--- src/sv/bfm_pkg.sv ---
// ----------------------------------------------------------------------------
// bfm_pkg: shared constants and types for the 5x5 box filter
// Image size, widths, line store control struct, divide-by-25 helper.
// ----------------------------------------------------------------------------
package bfm_pkg;

  localparam int IMG_WIDTH  = 64;
  localparam int IMG_HEIGHT = 64;

  localparam int CNT_W  = 6;                    // row / column counter width
  localparam int PIX_W  = 8;
  localparam int LINES  = 4;                    // rows held in the line store
  localparam int WIN    = 5;                    // window edge length

  localparam int LS_AW  = $clog2(IMG_WIDTH);    // one line store word per column
  localparam int LS_DW  = LINES * PIX_W;        // four stacked pixels per word

  localparam int COL_SUM_W = PIX_W + 3;         // 5 * 255 fits in 11 bits
  localparam int WIN_SUM_W = PIX_W + 5;         // 25 * 255 fits in 13 bits
  localparam int MAX_SUM   = WIN * WIN * 255;

  // floor(s / 25) = (s * DIV_MULT) >> DIV_SHIFT for s <= MAX_SUM
  localparam int DIV_SHIFT  = 18;
  localparam int DIV_MULT   = ((2 ** DIV_SHIFT) + 24) / 25;
  localparam int DIV_MULT_W = 14;
  localparam int DIV_PROD_W = WIN_SUM_W + DIV_MULT_W;

  typedef struct packed {
    logic             rd_en;
    logic [LS_AW-1:0] rd_addr;
    logic             wr_en;
    logic [LS_AW-1:0] wr_addr;
  } ls_ctrl_t;

  function automatic logic [PIX_W-1:0] div25(input logic [WIN_SUM_W-1:0] s);
    logic [DIV_PROD_W-1:0] p;
    p = DIV_PROD_W'(s) * DIV_PROD_W'(DIV_MULT);
    return p[DIV_SHIFT+PIX_W-1:DIV_SHIFT];
  endfunction

endpackage

--- src/sv/bfm_line_store.sv ---
// ----------------------------------------------------------------------------
// bfm_line_store: four-line pixel store, one word per column
// One registered read and one write per cycle; a same-column write bypasses.
// ----------------------------------------------------------------------------
module bfm_line_store (
  input  logic                     clk_i,
  input  bfm_pkg::ls_ctrl_t        ctrl_i,
  input  logic [bfm_pkg::LS_DW-1:0] wr_data_i,
  output logic [bfm_pkg::LS_DW-1:0] rd_data_o
);

  logic [bfm_pkg::LS_DW-1:0] mem_q [bfm_pkg::IMG_WIDTH];
  logic [bfm_pkg::LS_DW-1:0] rd_q;

  always_ff @(posedge clk_i) begin
    if (ctrl_i.wr_en) begin
      mem_q[ctrl_i.wr_addr] <= wr_data_i;
    end
  end

  // read of the column being written this cycle returns the new word
  always_ff @(posedge clk_i) begin
    if (ctrl_i.rd_en) begin
      if (ctrl_i.wr_en && (ctrl_i.wr_addr == ctrl_i.rd_addr)) begin
        rd_q <= wr_data_i;
      end else begin
        rd_q <= mem_q[ctrl_i.rd_addr];
      end
    end
  end

  assign rd_data_o = rd_q;

endmodule

--- src/sv/bfm_col_cell.sv ---
// ----------------------------------------------------------------------------
// bfm_col_cell: one window column, held as the sum of its five pixels
// Takes its right neighbor's sum on every shift.
// ----------------------------------------------------------------------------
module bfm_col_cell (
  input  logic                          clk_i,
  input  logic                          rst_ni,
  input  logic                          shift_i,
  input  logic [bfm_pkg::COL_SUM_W-1:0] sum_i,
  output logic [bfm_pkg::COL_SUM_W-1:0] sum_o
);

  logic [bfm_pkg::COL_SUM_W-1:0] sum_q;
  logic [bfm_pkg::COL_SUM_W-1:0] sum_d;

  always_comb begin
    sum_d = shift_i ? sum_i : sum_q;
  end

  always_ff @(posedge clk_i or negedge rst_ni) begin
    if (!rst_ni) begin
      sum_q <= '0;
    end else begin
      sum_q <= sum_d;
    end
  end

  assign sum_o = sum_q;

endmodule

--- src/sv/box_filter_5x5_mean.sv ---
// ----------------------------------------------------------------------------
// box_filter_5x5_mean: streaming 5x5 mean filter
// Raster pixels in, truncated 5x5 window means for interior pixels out.
// ----------------------------------------------------------------------------
// Usage:
//   Input channel: pixel_i / frame_start_i with in_valid_i, in_stall_o. One
//   transaction per pixel in raster order; frame_start_i restarts the row and
//   column counters at this pixel. Counters also wrap after the last pixel.
//   Output channel: center_row_o / center_col_o / mean_value_o / frame_done_o
//   with out_valid_o, out_stall_i. One transaction per pixel whose 5x5 window
//   lies inside the image (row >= 4 and col >= 4); other pixels give none.
//   The two-pixel border is never sent.
//   Pipeline: a pixel passes stage 1 (line store read), stage 2 (window sum)
//   and stage 3 (output register, divide by 25) in that order.
//   Throughput: one pixel per clock while in_stall_o is low, set by the line
//   store doing one column read and one column write per accepted pixel.
//   Receiver stall: the result holds in the output register; the pipeline
//   behind it keeps taking pixels until a result is stuck in the sum stage and
//   stage 1 is full, then in_stall_o rises. Non-emitting pixels never block.
//   Reset: counters, window column sums and valid bits clear. The line store
//   is not cleared; its stale words only feed windows that are never emitted.
// ----------------------------------------------------------------------------
module box_filter_5x5_mean (
  input  logic                            clk_i,
  input  logic                            rst_ni,
  // pixel input
  input  logic                            in_valid_i,
  output logic                            in_stall_o,
  input  logic [bfm_pkg::PIX_W-1:0]       pixel_i,
  input  logic                            frame_start_i,
  // mean output
  output logic                            out_valid_o,
  input  logic                            out_stall_i,
  output logic [bfm_pkg::CNT_W-1:0]       center_row_o,
  output logic [bfm_pkg::CNT_W-1:0]       center_col_o,
  output logic [bfm_pkg::PIX_W-1:0]       mean_value_o,
  output logic                            frame_done_o
);

  localparam int CW = bfm_pkg::CNT_W;
  localparam int PW = bfm_pkg::PIX_W;
  localparam int CSW = bfm_pkg::COL_SUM_W;
  localparam int WSW = bfm_pkg::WIN_SUM_W;

  // --------------------------------------------------------------------------
  // Handshake / stage enables
  // --------------------------------------------------------------------------
  logic v1_q, v1_d;
  logic v2_q, v2_d;
  logic out_valid_q, out_valid_d;
  logic emit2_q;
  logic out_free, en2, en1, adv1, acc_in, load_out;

  assign out_free = !out_valid_q || !out_stall_i;
  // sum stage drains when its transaction emits nothing or the output is free
  assign en2      = !v2_q || !emit2_q || out_free;
  assign adv1     = v1_q && en2;
  assign en1      = !v1_q || en2;
  assign in_stall_o = !en1;
  assign acc_in   = in_valid_i && en1;
  assign load_out = v2_q && emit2_q && out_free;

  // --------------------------------------------------------------------------
  // Raster counters (position of the next pixel)
  // --------------------------------------------------------------------------
  logic [CW-1:0] row_q, row_d, col_q, col_d;
  logic [CW-1:0] row_cur, col_cur;

  always_comb begin
    row_cur = frame_start_i ? '0 : row_q;
    col_cur = frame_start_i ? '0 : col_q;
    row_d = row_q;
    col_d = col_q;
    if (acc_in) begin
      if (col_cur >= CW'(bfm_pkg::IMG_WIDTH - 1)) begin
        col_d = '0;
        row_d = (row_cur >= CW'(bfm_pkg::IMG_HEIGHT - 1)) ? '0 : row_cur + CW'(1);
      end else begin
        col_d = col_cur + CW'(1);
        row_d = row_cur;
      end
    end
  end

  always_ff @(posedge clk_i or negedge rst_ni) begin
    if (!rst_ni) begin
      row_q <= '0;
      col_q <= '0;
    end else begin
      row_q <= row_d;
      col_q <= col_d;
    end
  end

  // --------------------------------------------------------------------------
  // Stage 1: pixel and tags wait for the line store read
  // --------------------------------------------------------------------------
  logic [PW-1:0]             px1_q;
  logic [bfm_pkg::LS_AW-1:0] col1_q;
  logic                      emit1_q, last1_q;
  logic [CW-1:0]             crow1_q, ccol1_q;

  always_ff @(posedge clk_i) begin
    if (acc_in) begin
      px1_q   <= pixel_i;
      col1_q  <= col_cur[bfm_pkg::LS_AW-1:0];
      emit1_q <= (row_cur >= CW'(4)) && (col_cur >= CW'(4));
      last1_q <= (row_cur == CW'(bfm_pkg::IMG_HEIGHT - 1)) &&
                 (col_cur == CW'(bfm_pkg::IMG_WIDTH - 1));
      crow1_q <= row_cur - CW'(2);
      ccol1_q <= col_cur - CW'(2);
    end
  end

  // line store: read at accept, write the shifted column when stage 1 leaves
  bfm_pkg::ls_ctrl_t           ls_ctrl;
  logic [bfm_pkg::LS_DW-1:0]   ls_rd, ls_wr;

  always_comb begin
    ls_ctrl.rd_en   = acc_in;
    ls_ctrl.rd_addr = col_cur[bfm_pkg::LS_AW-1:0];
    ls_ctrl.wr_en   = adv1;
    ls_ctrl.wr_addr = col1_q;
  end

  // oldest row drops out, the new pixel becomes the newest row
  assign ls_wr = {px1_q, ls_rd[bfm_pkg::LS_DW-1:PW]};

  bfm_line_store u_line_store (
    .clk_i     (clk_i),
    .ctrl_i    (ls_ctrl),
    .wr_data_i (ls_wr),
    .rd_data_o (ls_rd)
  );

  // new window column sum: four stored rows plus the incoming pixel
  logic [CSW-1:0] new_col_sum;

  always_comb begin
    new_col_sum = CSW'(px1_q);
    for (int i = 0; i < bfm_pkg::LINES; i++) begin
      new_col_sum = new_col_sum + CSW'(ls_rd[i*PW +: PW]);
    end
  end

  // --------------------------------------------------------------------------
  // Window: chain of column cells, leftmost at index 0
  // --------------------------------------------------------------------------
  logic [CSW-1:0] cell_sum [bfm_pkg::WIN];

  for (genvar g = 0; g < bfm_pkg::WIN; g++) begin : g_cell
    logic [CSW-1:0] cell_in;
    if (g == bfm_pkg::WIN - 1) begin : g_head
      assign cell_in = new_col_sum;
    end else begin : g_body
      assign cell_in = cell_sum[g+1];
    end
    bfm_col_cell u_cell (
      .clk_i   (clk_i),
      .rst_ni  (rst_ni),
      .shift_i (adv1),
      .sum_i   (cell_in),
      .sum_o   (cell_sum[g])
    );
  end

  // --------------------------------------------------------------------------
  // Stage 2: window sum, rebuilt from the shifted cells on every move so a
  // stale column drops out completely once it leaves the window
  // --------------------------------------------------------------------------
  logic [WSW-1:0] sum_q, sum_d;
  logic           last2_q;
  logic [CW-1:0]  crow2_q, ccol2_q;

  always_comb begin
    v1_d  = en1 ? acc_in : v1_q;
    v2_d  = en2 ? adv1 : v2_q;
    sum_d = sum_q;
    if (adv1) begin
      sum_d = (WSW'(cell_sum[1]) + WSW'(cell_sum[2])) +
              (WSW'(cell_sum[3]) + WSW'(cell_sum[4])) + WSW'(new_col_sum);
    end
    out_valid_d = load_out ? 1'b1 : (out_stall_i ? out_valid_q : 1'b0);
  end

  always_ff @(posedge clk_i or negedge rst_ni) begin
    if (!rst_ni) begin
      v1_q        <= 1'b0;
      v2_q        <= 1'b0;
      out_valid_q <= 1'b0;
      sum_q       <= '0;
    end else begin
      v1_q        <= v1_d;
      v2_q        <= v2_d;
      out_valid_q <= out_valid_d;
      sum_q       <= sum_d;
    end
  end

  always_ff @(posedge clk_i) begin
    if (adv1) begin
      emit2_q <= emit1_q;
      last2_q <= last1_q;
      crow2_q <= crow1_q;
      ccol2_q <= ccol1_q;
    end
  end

  // --------------------------------------------------------------------------
  // Stage 3: output register, divide by 25 via reciprocal multiply
  // --------------------------------------------------------------------------
  logic [CW-1:0] crow_q, ccol_q;
  logic [PW-1:0] mean_q;
  logic          done_q;

  always_ff @(posedge clk_i) begin
    if (load_out) begin
      crow_q <= crow2_q;
      ccol_q <= ccol2_q;
      mean_q <= bfm_pkg::div25(sum_q);
      done_q <= last2_q;
    end
  end

  assign out_valid_o  = out_valid_q;
  assign center_row_o = crow_q;
  assign center_col_o = ccol_q;
  assign mean_value_o = mean_q;
  assign frame_done_o = done_q;

  // --------------------------------------------------------------------------
  // Assertions
  // --------------------------------------------------------------------------
  a_sum_range : assert property (@(posedge clk_i) disable iff (!rst_ni)
    (v2_q && emit2_q) |-> (sum_q <= WSW'(bfm_pkg::MAX_SUM)))
    else $error("window sum out of range");

  a_interior : assert property (@(posedge clk_i) disable iff (!rst_ni)
    out_valid_q |-> (crow_q >= CW'(2)) && (ccol_q >= CW'(2)))
    else $error("border position emitted");

  a_done_pos : assert property (@(posedge clk_i) disable iff (!rst_ni)
    (out_valid_q && done_q) |->
      (crow_q == CW'(bfm_pkg::IMG_HEIGHT - 3)) && (ccol_q == CW'(bfm_pkg::IMG_WIDTH - 3)))
    else $error("frame_done on wrong position");

  a_no_shift_stalled : assert property (@(posedge clk_i) disable iff (!rst_ni)
    (v2_q && emit2_q && out_valid_q && out_stall_i) |=> $stable(sum_q))
    else $error("window moved while sum stage blocked");

endmodule

--- config.mk ---
export PLATFORM = sky130hd
export DESIGN_NAME = box_filter_5x5_mean
export DESIGN_NICKNAME = d
export VERILOG_FILES = /design/src/sv/bfm_pkg.sv /design/src/sv/bfm_line_store.sv /design/src/sv/bfm_col_cell.sv /design/src/sv/box_filter_5x5_mean.sv
export SDC_FILE = /design/constraint.sdc
export NUM_CORES = 2
export LEC_CHECK = 0
export ABC_CLOCK_PERIOD_IN_PS = 13180
export BUFFER_PORTS_ARGS = -buffer_cell sky130_fd_sc_hd__buf_2
export CORE_ASPECT_RATIO = 1.5
export CORE_MARGIN = 5
export CORE_UTILIZATION = 55
export CTS_BUF_LIST = sky130_fd_sc_hd__clkbuf_8
export CTS_CLUSTER_DIAMETER = 120
export CTS_CLUSTER_SIZE = 20
export DETAILED_ROUTE_END_ITERATION = 16
export PLACE_DENSITY = 0.71
export SKIP_LAST_GASP = 1
export SYNTH_ARGS = -nofsm -noshare
export SYNTH_HDL_FRONTEND = slang
export SYNTH_SLANG_ARGS = --single-unit
--- constraint.sdc ---
create_clock -name clk_i -period 13.18 [get_ports clk_i]
set_input_delay 2.636 -clock clk_i [delete_from_list [all_inputs] [get_ports clk_i]]
set_output_delay 2.636 -clock clk_i [all_outputs]
set_load 0.02 [all_outputs]
==> results.ini <==
[pwr]
comb_power_share_pct = 44.9
post-layout-total-power_mw = 20.2
cellLeakagePower_nw = 33.3
p_sw_share_pct = 37.2
switching_power_mw = 7.50
p_int_mw = 12.7
p_seq_share_pct = 41.1
ir_worst_vdd_mv = 0.432
p_clk_share_pct = 14.1
power_density_mw_per_mm2 = 207

[clocking]
htree_levels = 3
numCtsBuffers = 120
cts.sinks = 2214
cts_tree = done
max-clock-path-buffers = 3
cts_setup_buffers = 0
cts_hold_buffers = 0
cts_root_buffer = clkbuf_8
clk_pin_slew_worst_paths_ps = 140
clk_latency_ps = 950
ctsResizeCount = 0

[timing]
rsz0062_at_grt = false
finalCriticalPeriod_ps = 7930
tightestPinTransition_ps = 1230
max_slew_margin_pct = 17.0
finalSetupTns_ps = 0
fin_hold_ws_ps = 431
max_freq_mhz = 126
layout_setup_ws_ps = 5250
worst_clock_skew_ps = 56.4
fin_crit_sh_pct = 60.2
setup-violations-final = 0
maxSlewViolCount = 0
final_hold_viol_count = 0

[die]
die_area_sq_mm = 0.177
initial_utilization_pct = 55.2
core_area_sq_mm = 0.167
num_rows = 184
io_pins = 36
fp.dieH_um = 512
fp.dieW_um = 345

[worst_hold_path]
min_path_type = reg -> reg

[place]
dp_slack_ps = 5300
dp_cells = 7872
io_buffers = 35
place_area_sq_mm = 0.0958
dp_hpwl_um = 144000
place.gp.congestion = 0.924

[detailed_routing]
vias = 53266
avgViaCountPerCell = 6.64
wl_per_cell_um = 31.7
drtIter0Drc = 7065
postRouteAntennaNets = 0
drt-total-wl_um = 255000
dr.pass1.iters = 7
drc = 0

[synth]
synth_area_sq_mm = 0.0924
syn_area_per_cell_sq_um = 16.0
async_flop_share_pct = 3.25
synth.distinct_cells = 81
synth-warning-count = 0
synthFlopType = edfxtp_1
synth_cells = 5775
syn-num-nets = 6022
ys_seq_elements = 2214
synth_edf_count = 2142
yosysSeqAreaShare_pct = 71.5

[setup_path]
crit_required_ps = 13970
r2r_setup_slack_ps = 5250
crit_arrival_ps = 8720
startpoint_type = register
path_max_fanout = 66
worstSetupEndpointType = register
crit_type = reg -> reg

[global_route]
grt_pass1_wl_um = 364000
antenna_found_initial = 8
grt_use_total_pct = 28.5
grt_pass1_vias = 53185
grt-ovfl-total = 0
grt_max_degree = 114

[final_layout]
fin_util_pct = 58.3
final_cells = 8025
area_growth_pct = 5.59
fin_nets = 6009
postLayoutCellArea_sq_mm = 0.0976
fillers = 12485
drive_above_1_share_pct = 11.2

[status]
status = completed

[job]
cap_violations = 0

-- critical path, cell delays in order, from the launching register on --
cell,delay (ps)
edfxtp_1,340
buf_4,640
inv_1,160
fa_1,720
inv_1,90
fa_1,500
inv_1,60
fa_1,470
inv_1,60
fa_1,390
a21o_1,190
a21oi_1,320
nor2b_1,100
o31a_1,290
a21oi_1,260
fa_1,480
fa_1,490
inv_1,50
fa_1,470
inv_1,40
ha_1,330
a21o_1,240
o32a_1,330
o311a_1,160
a221oi_1,330
xor2_1,160
o21ai_0,90
-- kinds of logic (layout without fill, tap and decap cells) --
| kind of cell | Yosys count | count (layout) | share of synthesized area (%) |
|---|---|---|---|
| adder cells (fa/ha/maj) | 234 | 234 | 4.07 |
| multiplexers | 645 | 645 | 7.94 |
| AO/OA/AOI/OAI | 1123 | 1123 | 8.78 |
| XOR/XNOR | 28 | 28 | 0.265 |
| buffers and inverters | 616 | 625 | 2.87 |
| AND/OR/NAND/NOR | 915 | 915 | 4.55 |
| flip-flops | 2214 | 2214 | 71.5 |
| other | 0 | 9 | 0 |
-- power by group through the flow --
stage	logic, mW	clock network (mW)	registers, mW
4_1_cts	9.10	2.87	8.28
2_1_floorplan	6.54	0	8.52
5_1_grt	10.3	3.12	8.29
3_3_place_gp	8.80	0	8.43
3_5_place_dp	9.05	0	8.44
6_report	9.05	2.84	8.28
-- metal layers --
| metal | vias to the layer above | global-route usage, % | share of wire (%) |
|---|---|---|---|
| li1 | 22206 | - | - |
| met2 | 3094 | 47.7 | 49 |
| met3 | 796 | 4.37 | 8.9 |
| met4 | 4 | 17.1 | 7.3 |
| met1 | 27166 | 35.1 | 35 |
| met5 | - | 0 | 0.013 |
-- worst paths after layout --
path,startpoint,to,cells past startpoint
max in group asynchronous,rst_ni,col_q[1],2
hold reg to reg,last2_q,frame_done_o,0
hold / removal,last2_q,frame_done_o,0
setup reg to reg,px1_q[2],sum_q[12],26
min in group asynchronous,rst_ni,g_cell[4].u_cell.sum_o[1],1
setup / recovery,px1_q[2],sum_q[12],26
-- layout by cell type (no fill, tap or decap), types with 16 or more instances in the layout --
cell	n
o32ai_1	16
a211oi_1	97
o221a_2	16
a32o_1	18
ha_1	123
and2_1	18
o221ai_1	66
fa_1	111
and3_1	35
nor4_1	16
nand3_1	30
nor2b_1	52
a22oi_1	36
o211ai_1	17
nand2_1	398
nand3b_1	21
o2bb2ai_1	31
mux2_2	53
or2_2	53
mux2i_1	527
dfrtp_1	69
edfxtp_1	2142
nor2_1	133
o22ai_1	112
a2bb2oi_1	16
buf_2	33
buf_4	183
a22o_1	32
clkbuf_8	121
mux4_2	65
a31oi_1	54
a221oi_1	73
o22a_1	81
nor3_1	33
a2111oi_0	19
nor2_4	66
o21ai_0	147
a21oi_1	174
xnor2_1	19
inv_1	271
-- synthesized netlist by cell type, types with 13 or more instances --
cell type,number,area (sq um)
a22o_1,32,280
o22ai_1,112,701
or2_2,53,332
a2111oi_0,19,166
o221a_2,16,180
a21oi_1,176,881
o2bb2ai_1,31,272
inv_1,253,950
nor3_1,33,165
nor2_1,204,766
o211a_1,15,150
clkbuf_1,171,642
mux4_2,65,1460
xnor2_1,19,166
ha_1,123,1540
nand2_1,399,1500
o211ai_1,17,128
dfrtp_1,72,1800
buf_1,26,97.6
buf_2,115,576
mux2_2,53,597
fa_1,111,2220
a21o_1,13,97.6
a311oi_1,15,131
o221ai_1,66,578
buf_4,39,293
and3_1,35,219
nor2b_1,56,350
o21ai_1,13,65.1
nand3b_1,21,158
a31oi_1,54,338
nand3_1,30,150
o21ai_0,147,736
nor4_1,17,106
a22oi_1,36,270
a32o_1,18,180
a221oi_1,73,639
and2_1,19,119
edfxtp_1,2142,64300
a2bb2oi_1,16,140
o32ai_1,16,140
mux2i_1,527,5280
o22a_1,81,709
a211oi_1,97,728
-- final cells by class --
cell class / count / area [sq um] / share of cell area, %
Clock inverter: 23 / 108 / 0.110
Sequential cell: 2214 / 66100 / 67.7
Antenna cell: 9 / 22.5 / 0.0231
Clock buffer: 121 / 1670 / 1.71
Tap cell: 2232 / 2790 / 2.86
Multi-Input combinational cell: 2945 / 24200 / 24.8
Inverter: 258 / 976 / 1.00
Timing Repair Buffer: 223 / 1670 / 1.71
-- flip-flops by register name, summed over array words and instances, names as in the netlist, 8 cells and up --
signal / count
px1_q: 8
sum_q: 13
g_cell.u_cell.sum_o: 44
u_line_store.rd_data_o: 32
u_line_store.mem_q: 2048
mean_value_o: 8
(Power assumes the default switching activity.)
